$ cat src/slid_pkg.sv
// Package with shared types and constants for the sorted list block.
`timescale 1ns / 1ps
package slid_pkg;

  localparam int CAPACITY = 16;
  localparam int CNT_W = $clog2(CAPACITY + 1);
  localparam int IDX_W = (CAPACITY > 1) ? $clog2(CAPACITY) : 1;
  localparam int VAL_W = 32;

  typedef enum logic [1:0] {
    OP_INSERT  = 2'd0,
    OP_DELETE  = 2'd1,
    OP_DISPLAY = 2'd2
  } opcode_t;

  typedef enum logic [2:0] {
    STATUS_DONE      = 3'd0,
    STATUS_NOT_FOUND = 3'd1,
    STATUS_EMPTY     = 3'd2,
    STATUS_FULL      = 3'd3,
    STATUS_ENTRY     = 3'd4
  } status_t;

  typedef enum logic [1:0] {
    CELL_HOLD,
    CELL_INSERT,
    CELL_DELETE,
    CELL_ROTATE
  } cell_cmd_t;

  typedef enum logic [1:0] {
    S_IDLE,
    S_EXEC,
    S_LIST
  } state_t;

  typedef struct packed {
    logic [1:0]              opcode;
    logic signed [VAL_W-1:0] value;
  } request_t;

  typedef struct packed {
    logic [2:0]              status;
    logic signed [VAL_W-1:0] entry;
    logic                    last;
  } result_t;

  typedef struct packed {
    cell_cmd_t               cmd;
    logic signed [VAL_W-1:0] key;
  } cell_ctrl_t;

endpackage

$ cat src/sorted_list_insert_delete.sv
// Top level of the sorted list: command register, sequencer and cell chain.
//
// A transaction is offered by raising start with request (opcode, value); it is
// taken at a rising edge where start is high and busy is low. Results appear on
// result for exactly one cycle, marked by strobe; result.last flags the final
// result of a transaction. The receiver cannot stall, so results are never held.
// Insert and delete: busy is high for one cycle while the whole cell chain
// shifts at once; the single result shows in the cycle after that, when the
// block is already free for a new transaction. Display: the chain rotates one
// cell per cycle and cell zero streams out, giving one result per stored
// entry; the chain is back in its original order after count rotations, when
// the final entry shows and the block is free. An undefined opcode gives no
// result and frees the block once its execute state ends.
// Reset empties the list (count to zero) and drops any pending result; the
// cell contents are not cleared since only the first count cells are read.
`timescale 1ns / 1ps
module sorted_list_insert_delete (
  input  logic                clk,
  input  logic                rst,
  input  logic                start,
  output logic                busy,
  input  slid_pkg::request_t  request,
  output logic                strobe,
  output slid_pkg::result_t   result
);
  import slid_pkg::*;

  state_t                  state;
  state_t                  state_next;
  request_t                req;
  logic [CNT_W-1:0]        count;
  logic [CNT_W-1:0]        count_next;
  logic [IDX_W-1:0]        idx;
  logic [IDX_W-1:0]        idx_next;
  logic                    strobe_next;
  result_t                 result_next;
  cell_ctrl_t              ctrl;
  logic signed [VAL_W-1:0] head;
  logic                    found;
  logic                    full;
  logic                    empty;
  logic                    idx_last;

  assign busy     = (state != S_IDLE);
  assign full     = (count == CNT_W'(CAPACITY));
  assign empty    = (count == '0);
  assign idx_last = ((CNT_W'(idx) + CNT_W'(1)) == count);

  slid_chain u_chain (
    .clk   (clk),
    .ctrl  (ctrl),
    .count (count),
    .head  (head),
    .found (found)
  );

  always_comb begin
    state_next = state;
    unique case (state)
      S_IDLE: begin
        if (start) begin
          state_next = S_EXEC;
        end
      end
      S_EXEC: begin
        if ((req.opcode == OP_DISPLAY) && !empty) begin
          state_next = S_LIST;
        end else begin
          state_next = S_IDLE;
        end
      end
      S_LIST: begin
        if (idx_last) begin
          state_next = S_IDLE;
        end
      end
      default: begin
        state_next = S_IDLE;
      end
    endcase
  end

  always_comb begin
    ctrl.cmd           = CELL_HOLD;
    ctrl.key           = req.value;
    count_next         = count;
    idx_next           = idx;
    strobe_next        = 1'b0;
    result_next.status = STATUS_DONE;
    result_next.entry  = '0;
    result_next.last   = 1'b1;
    unique case (state)
      S_IDLE: begin
        idx_next = '0;
      end
      S_EXEC: begin
        unique case (req.opcode)
          OP_INSERT: begin
            strobe_next = 1'b1;
            if (full) begin
              result_next.status = STATUS_FULL;
            end else begin
              ctrl.cmd   = CELL_INSERT;
              count_next = count + CNT_W'(1);
            end
          end
          OP_DELETE: begin
            strobe_next = 1'b1;
            if (empty) begin
              result_next.status = STATUS_EMPTY;
            end else if (!found) begin
              result_next.status = STATUS_NOT_FOUND;
            end else begin
              ctrl.cmd   = CELL_DELETE;
              count_next = count - CNT_W'(1);
            end
          end
          OP_DISPLAY: begin
            idx_next = '0;
            if (empty) begin
              strobe_next        = 1'b1;
              result_next.status = STATUS_EMPTY;
            end
          end
          default: begin
            strobe_next = 1'b0;
          end
        endcase
      end
      S_LIST: begin
        ctrl.cmd           = CELL_ROTATE;
        strobe_next        = 1'b1;
        result_next.status = STATUS_ENTRY;
        result_next.entry  = head;
        result_next.last   = idx_last;
        idx_next           = idx + IDX_W'(1);
      end
      default: begin
        strobe_next = 1'b0;
      end
    endcase
  end

  always_ff @(posedge clk) begin
    if (rst) begin
      state  <= S_IDLE;
      count  <= '0;
      strobe <= 1'b0;
    end else begin
      state  <= state_next;
      count  <= count_next;
      strobe <= strobe_next;
    end
  end

  always_ff @(posedge clk) begin
    idx    <= idx_next;
    result <= result_next;
    if (start && !busy) begin
      req <= request;
    end
  end

endmodule

$ cat src/slid_cell.sv
// One storage cell of the sorted chain with its compare and shift logic.
`timescale 1ns / 1ps
module slid_cell (
  input  logic                               clk,
  input  slid_pkg::cell_ctrl_t               ctrl,
  input  logic                               valid,
  input  logic                               left_le,
  input  logic signed [slid_pkg::VAL_W-1:0]  left_val,
  input  logic signed [slid_pkg::VAL_W-1:0]  right_val,
  input  logic signed [slid_pkg::VAL_W-1:0]  head_val,
  input  logic                               wrap,
  output logic signed [slid_pkg::VAL_W-1:0]  val,
  output logic                               le,
  output logic                               eq
);
  import slid_pkg::*;

  logic signed [VAL_W-1:0] val_next;
  logic                    ge;

  assign le = valid && (val <= ctrl.key);
  assign ge = valid && (val >= ctrl.key);
  assign eq = valid && (val == ctrl.key);

  always_comb begin
    val_next = val;
    case (ctrl.cmd)
      CELL_INSERT: begin
        // The list is sorted, so the cells that keep their value form a prefix.
        if (!le) begin
          val_next = left_le ? ctrl.key : left_val;
        end
      end
      CELL_DELETE: begin
        if (ge) begin
          val_next = right_val;
        end
      end
      CELL_ROTATE: begin
        val_next = wrap ? head_val : right_val;
      end
      default: begin
        val_next = val;
      end
    endcase
  end

  always_ff @(posedge clk) begin
    val <= val_next;
  end

endmodule

$ cat src/slid_chain.sv
// Row of storage cells wired to their neighbors.
`timescale 1ns / 1ps
module slid_chain (
  input  logic                               clk,
  input  slid_pkg::cell_ctrl_t               ctrl,
  input  logic [slid_pkg::CNT_W-1:0]         count,
  output logic signed [slid_pkg::VAL_W-1:0]  head,
  output logic                               found
);
  import slid_pkg::*;

  logic signed [VAL_W-1:0] vals [CAPACITY];
  logic [CAPACITY-1:0]     le_vec;
  logic [CAPACITY-1:0]     eq_vec;

  assign head  = vals[0];
  assign found = |eq_vec;

  for (genvar i = 0; i < CAPACITY; i++) begin : g_cell
    logic                    left_le;
    logic signed [VAL_W-1:0] left_val;
    logic signed [VAL_W-1:0] right_val;

    if (i == 0) begin : g_first
      assign left_le  = 1'b1;
      assign left_val = '0;
    end else begin : g_mid
      assign left_le  = le_vec[i-1];
      assign left_val = vals[i-1];
    end

    if (i == CAPACITY - 1) begin : g_end
      assign right_val = '0;
    end else begin : g_inner
      assign right_val = vals[i+1];
    end

    slid_cell u_cell (
      .clk       (clk),
      .ctrl      (ctrl),
      .valid     (count > CNT_W'(i)),
      .left_le   (left_le),
      .left_val  (left_val),
      .right_val (right_val),
      .head_val  (vals[0]),
      .wrap      (count == CNT_W'(i + 1)),
      .val       (vals[i]),
      .le        (le_vec[i]),
      .eq        (eq_vec[i])
    );
  end

endmodule

$ cat config.mk
export PLATFORM = sky130hd
export DESIGN_NAME = sorted_list_insert_delete
export DESIGN_NICKNAME = d
export VERILOG_FILES = /design/src/slid_pkg.sv /design/src/sorted_list_insert_delete.sv /design/src/slid_cell.sv /design/src/slid_chain.sv
export SDC_FILE = /design/constraint.sdc
export NUM_CORES = 2
export LEC_CHECK = 0
export BUFFER_PORTS_ARGS = -buffer_cell sky130_fd_sc_hd__buf_2
export CORE_MARGIN = 2
export CORE_UTILIZATION = 65
export CTS_BUF_LIST = sky130_fd_sc_hd__clkbuf_4
export CTS_CLUSTER_DIAMETER = 30
export DETAILED_ROUTE_END_ITERATION = 10
export PLACE_DENSITY_LB_ADDON = 0.2
export SLEW_MARGIN = 10
export SYNTH_ARGS = -nofsm -noshare
export SYNTH_HDL_FRONTEND = slang
export SYNTH_SLANG_ARGS = --single-unit
$ cat constraint.sdc
create_clock -name clk -period 6.9 [get_ports clk]
set_input_delay 1.035 -clock clk [delete_from_list [all_inputs] [get_ports clk]]
set_output_delay 1.035 -clock clk [all_outputs]
set_load 0.005 [all_outputs]
==> metrics list <==
* Syn-to-layout area delta: 8.58%
- Using the TritonRoute via totals, the vias-per-cell ratio works out to 7.25.
- For this design, the sink count on the clock tree is 594.
- Synthesis produced a netlist whose cell count is 4,475.
* Maximum number of pins on one net before global-route repair: 200
* Tightest Hold Check Type: in2reg
* Final setup margin: 0.918 ns
- Number of hold-slack violations in the final timing report: 0
- Number of primary I/O pins: 75
- The worst setup path is captured at a register.
- Synthesized area per cell: 9.90 µm²
* Buffer depth of the longest clock path: 3
- Die H: 265 µm
* Final HPWL DP: 111,000 µm
- In this run the power density over the cells is 176 mW/mm².
- Timing analysis after detailed placement gives a worst setup slack of 1.27 ns.
* Synth Flop Type: edfxtp_1
- Layout net count: 5,069
- Static timing analysis puts the maximum clock frequency at 167 MHz.
- The slowest stage of the critical path belongs to the cell nor4_1.
- The worst setup path is launched from a register.
- Quantity of hold-fixing buffers added after cts: 0
- Counting instances in the post-synthesis netlist gives the leading cell types as 550 x edfxtp_1, 522 x ha_1, 373 x mux2i_1, 364 x nand2_1, 341 x o21ai_0.
- Mapped Area: 0.0443 mm²
- The synthesized design contains 550 enable-type register cells.
- Design area: 0.0481 mm²
- Combined area of the multi-input logic cells: 0.0248 mm²
- For this run, design rule violations remaining after detail routing come to 0.
- The run finished with clean final reports.
* Number of synthesis warnings: 0
* Iteration-0 DRC count of the detailed router: 6,097
- CP Max Fanout: 32
* Area of the core region: 0.0673 mm²
* Clock root buffer: clkbuf_4
- The critical path in this run is classified as reg2reg.
- After routing, the total negative slack on setup checks comes to 0 ns.
- Summed over all instances, the cell type with the most area after synthesis is edfxtp_1.
* Global route total overflow: 0
* Wire length of the first global-routing pass: 230,000 µm
* Initial standard-cell utilization of the core: 65.8%
* LEAKAGE: 19.8 nW
- Register area share after synthesis: 39.3%
- The max-slew violation total from the final report is 0.
- Before antenna repair, the detailed router went through 8 iterations.
- The detailed router placed 40,100 vias in this run.
- The number of antenna violations at the first check in global routing was 2.
* Final Critical Period: 5.98 ns
* Max stage delay on crit path: 0.98 ns
- After detailed routing, the total wire length is 154,000 µm.
- Across the whole layout, storage elements account for 0.0174 mm².
- Number of buffer cells added on primary ports: 74
* Share of async-settable or async-resettable flops after synthesis: 0%
- GRT Util Overall: 43.0%
- The share of synthesized area in the top cell type comes to 37.3%.
- Die span in x: 265 µm
- After synthesis, the cell types taking the most area are edfxtp_1 37%, ha_1 15%, mux2i_1 8.4%.
- Filler Cell Count: 5,103
- Data arrives at the worst endpoint at 6.88 ns.
- Number of storage elements in the synthesis netlist: 594
- Final ANT Viol Nets: 0
- The number of global-route vias before repair was 38,300.
- Number of H-tree branching levels: 4
* Most frequent cell after synthesis: edfxtp_1
- The worst-case IR drop observed on VDD is 0.164 mV.
- Clock-pin slew was measured on the worst setup and hold paths at 0.08 ns.
* Number of buffers created by CTS: 177
* Post-synthesis cell type count: 80
* Synth Net Count: 5,034
- Clock skew on the completed layout was measured at 0.0838 ns.
* Required time reported for the critical path endpoint: 7.80 ns
- At the later pin of the worst-skew pair, clock insertion delay measures 1.14 ns.
- The number of setup buffers added after CTS is 0.
- Floorplan die area: 0.0702 mm²
- Clock tree from TritonCTS: built
* CP Cell Sequence: inv_1 > ha_1 > nand2_1 > nor4_1 > nand4_1 > nor4_1 > or4_1 > o2111ai_1 > nand2_1 > buf_4 > a22oi_1 > o21ai_0
* Final worst-path cycle share: 86.7%
- Cell area reported after detailed placement: 0.0458 mm²
- After detailed routing, the average wire length per cell comes to 27.9 µm.
- Normalized max-slew margin: 15.4%
- # resized after CTS: 0
- Layout cells sized above 1: 12.3%
* Weighted congestion reported at the end of routability-driven placement: 1.01
- Across all hold checks on the routed design, the worst slack comes to 0.0803 ns.
- FP Rows: 95
- Reported max-cap violation count: 0
- Once layout is complete, the cells apart from fillers number 5,530.
- Slew of the pin with the lowest slew margin: 1.27 ns
- The number of placed instances, taps included, is 5,204.
- Once layout is complete, the utilization of the core stands at 71.5%.
- Setup repair after global routing left no endpoint under its margin.
- Final setup fails: 0
- Overall power consumption after layout is estimated at 8.47 mW.
* Kind of cell with the highest combined delay on the critical path: simple AND/OR/NAND/NOR gates
* Buf+Inv Stages, Crit Path: 2
-- path summary, 6_finish.rpt --
path	start	end	slack, ns	depth (start not counted)
worst max-delay path	ctrl[22]	u_chain.g_cell[12].u_cell.val[12]	0.92	12
worst max register to register	ctrl[22]	u_chain.g_cell[12].u_cell.val[12]	0.92	12
worst min-delay path	request[19]	ctrl[19]	0.08	1
worst min register to register	state[1]	state[1]	0.49	2
-- registers in the layout (all words and copies together) (netlist names) --
signal                     cells
result                        36
state                          2
count                          5
req                            2
strobe                         1
ctrl                          32
u_chain.g_cell.u_cell.val    512
idx                            4
-- power by group --
| group | internal, mW | switching (mW) |
|---|---|---|
| logic | 0.325 | 0.602 |
| clock network | 1.78 | 1.73 |
| registers | 3.96 | 0.0668 |
-- logic make-up after synthesis --
logic type      count (synthesis)  synth area share, %
compound gates               1386                 21.3
xor+xnor                        8                0.158
fa+ha+maj                     522                 14.7
buf+inv                       632                 5.64
flops                         594                 39.3
mux                           373                 8.43
simple gates                  960                 10.5
-- cell usage in the layout (no fill, tap or decap), types with 12 or more instances in the layout --
cell | Yosys | final
a211oi_1 | 24 | 23
a21o_1 | 85 | 85
a21oi_1 | 281 | 267
a221o_1 | 52 | 52
a221oi_1 | 25 | 25
a22oi_1 | 175 | 175
a2bb2oi_1 | 21 | 21
a32oi_1 | 32 | 32
and2_1 | 42 | 41
and3_1 | 16 | 15
and4_1 | 12 | 12
buf_2 | 53 | 74
buf_4 | 3 | 140
clkbuf_4 | 0 | 246
clkinv_1 | 0 | 38
clkinv_2 | 0 | 20
dfxtp_1 | 44 | 44
edfxtp_1 | 550 | 550
ha_1 | 522 | 522
inv_1 | 269 | 269
mux2i_1 | 373 | 373
nand2_1 | 364 | 363
nand2b_1 | 26 | 26
nand3_1 | 54 | 54
nand4_1 | 121 | 121
nor2_1 | 168 | 162
nor2b_1 | 59 | 59
nor3_1 | 41 | 38
nor4_1 | 24 | 21
o211ai_1 | 18 | 18
o21a_1 | 15 | 15
o21ai_0 | 341 | 340
o221ai_1 | 194 | 194
o22ai_1 | 31 | 27
-- cell type report --
| class | count | share of cell area, % |
|---|---|---|
| Antenna cell | 6 | 0.0312 |
| Clock buffer | 246 | 3.84 |
| Clock inverter | 74 | 0.905 |
| Inverter | 269 | 2.10 |
| Multi-Input combinational cell | 3249 | 51.5 |
| Sequential cell | 594 | 36.2 |
| Tap cell | 873 | 2.27 |
| Timing Repair Buffer | 219 | 3.16 |
-- layer usage --
metal	wire [µm]	part of all wire, %	track usage (%)	up-vias
li1	-	-	-	17400
met1	58800	38	58.7	19000
met2	66400	43	64.0	3224
met3	20700	13	9.71	502
met4	8130	5.3	22.8	0
met5	0	0	0	-
Power figures use the tool's default switching activity.
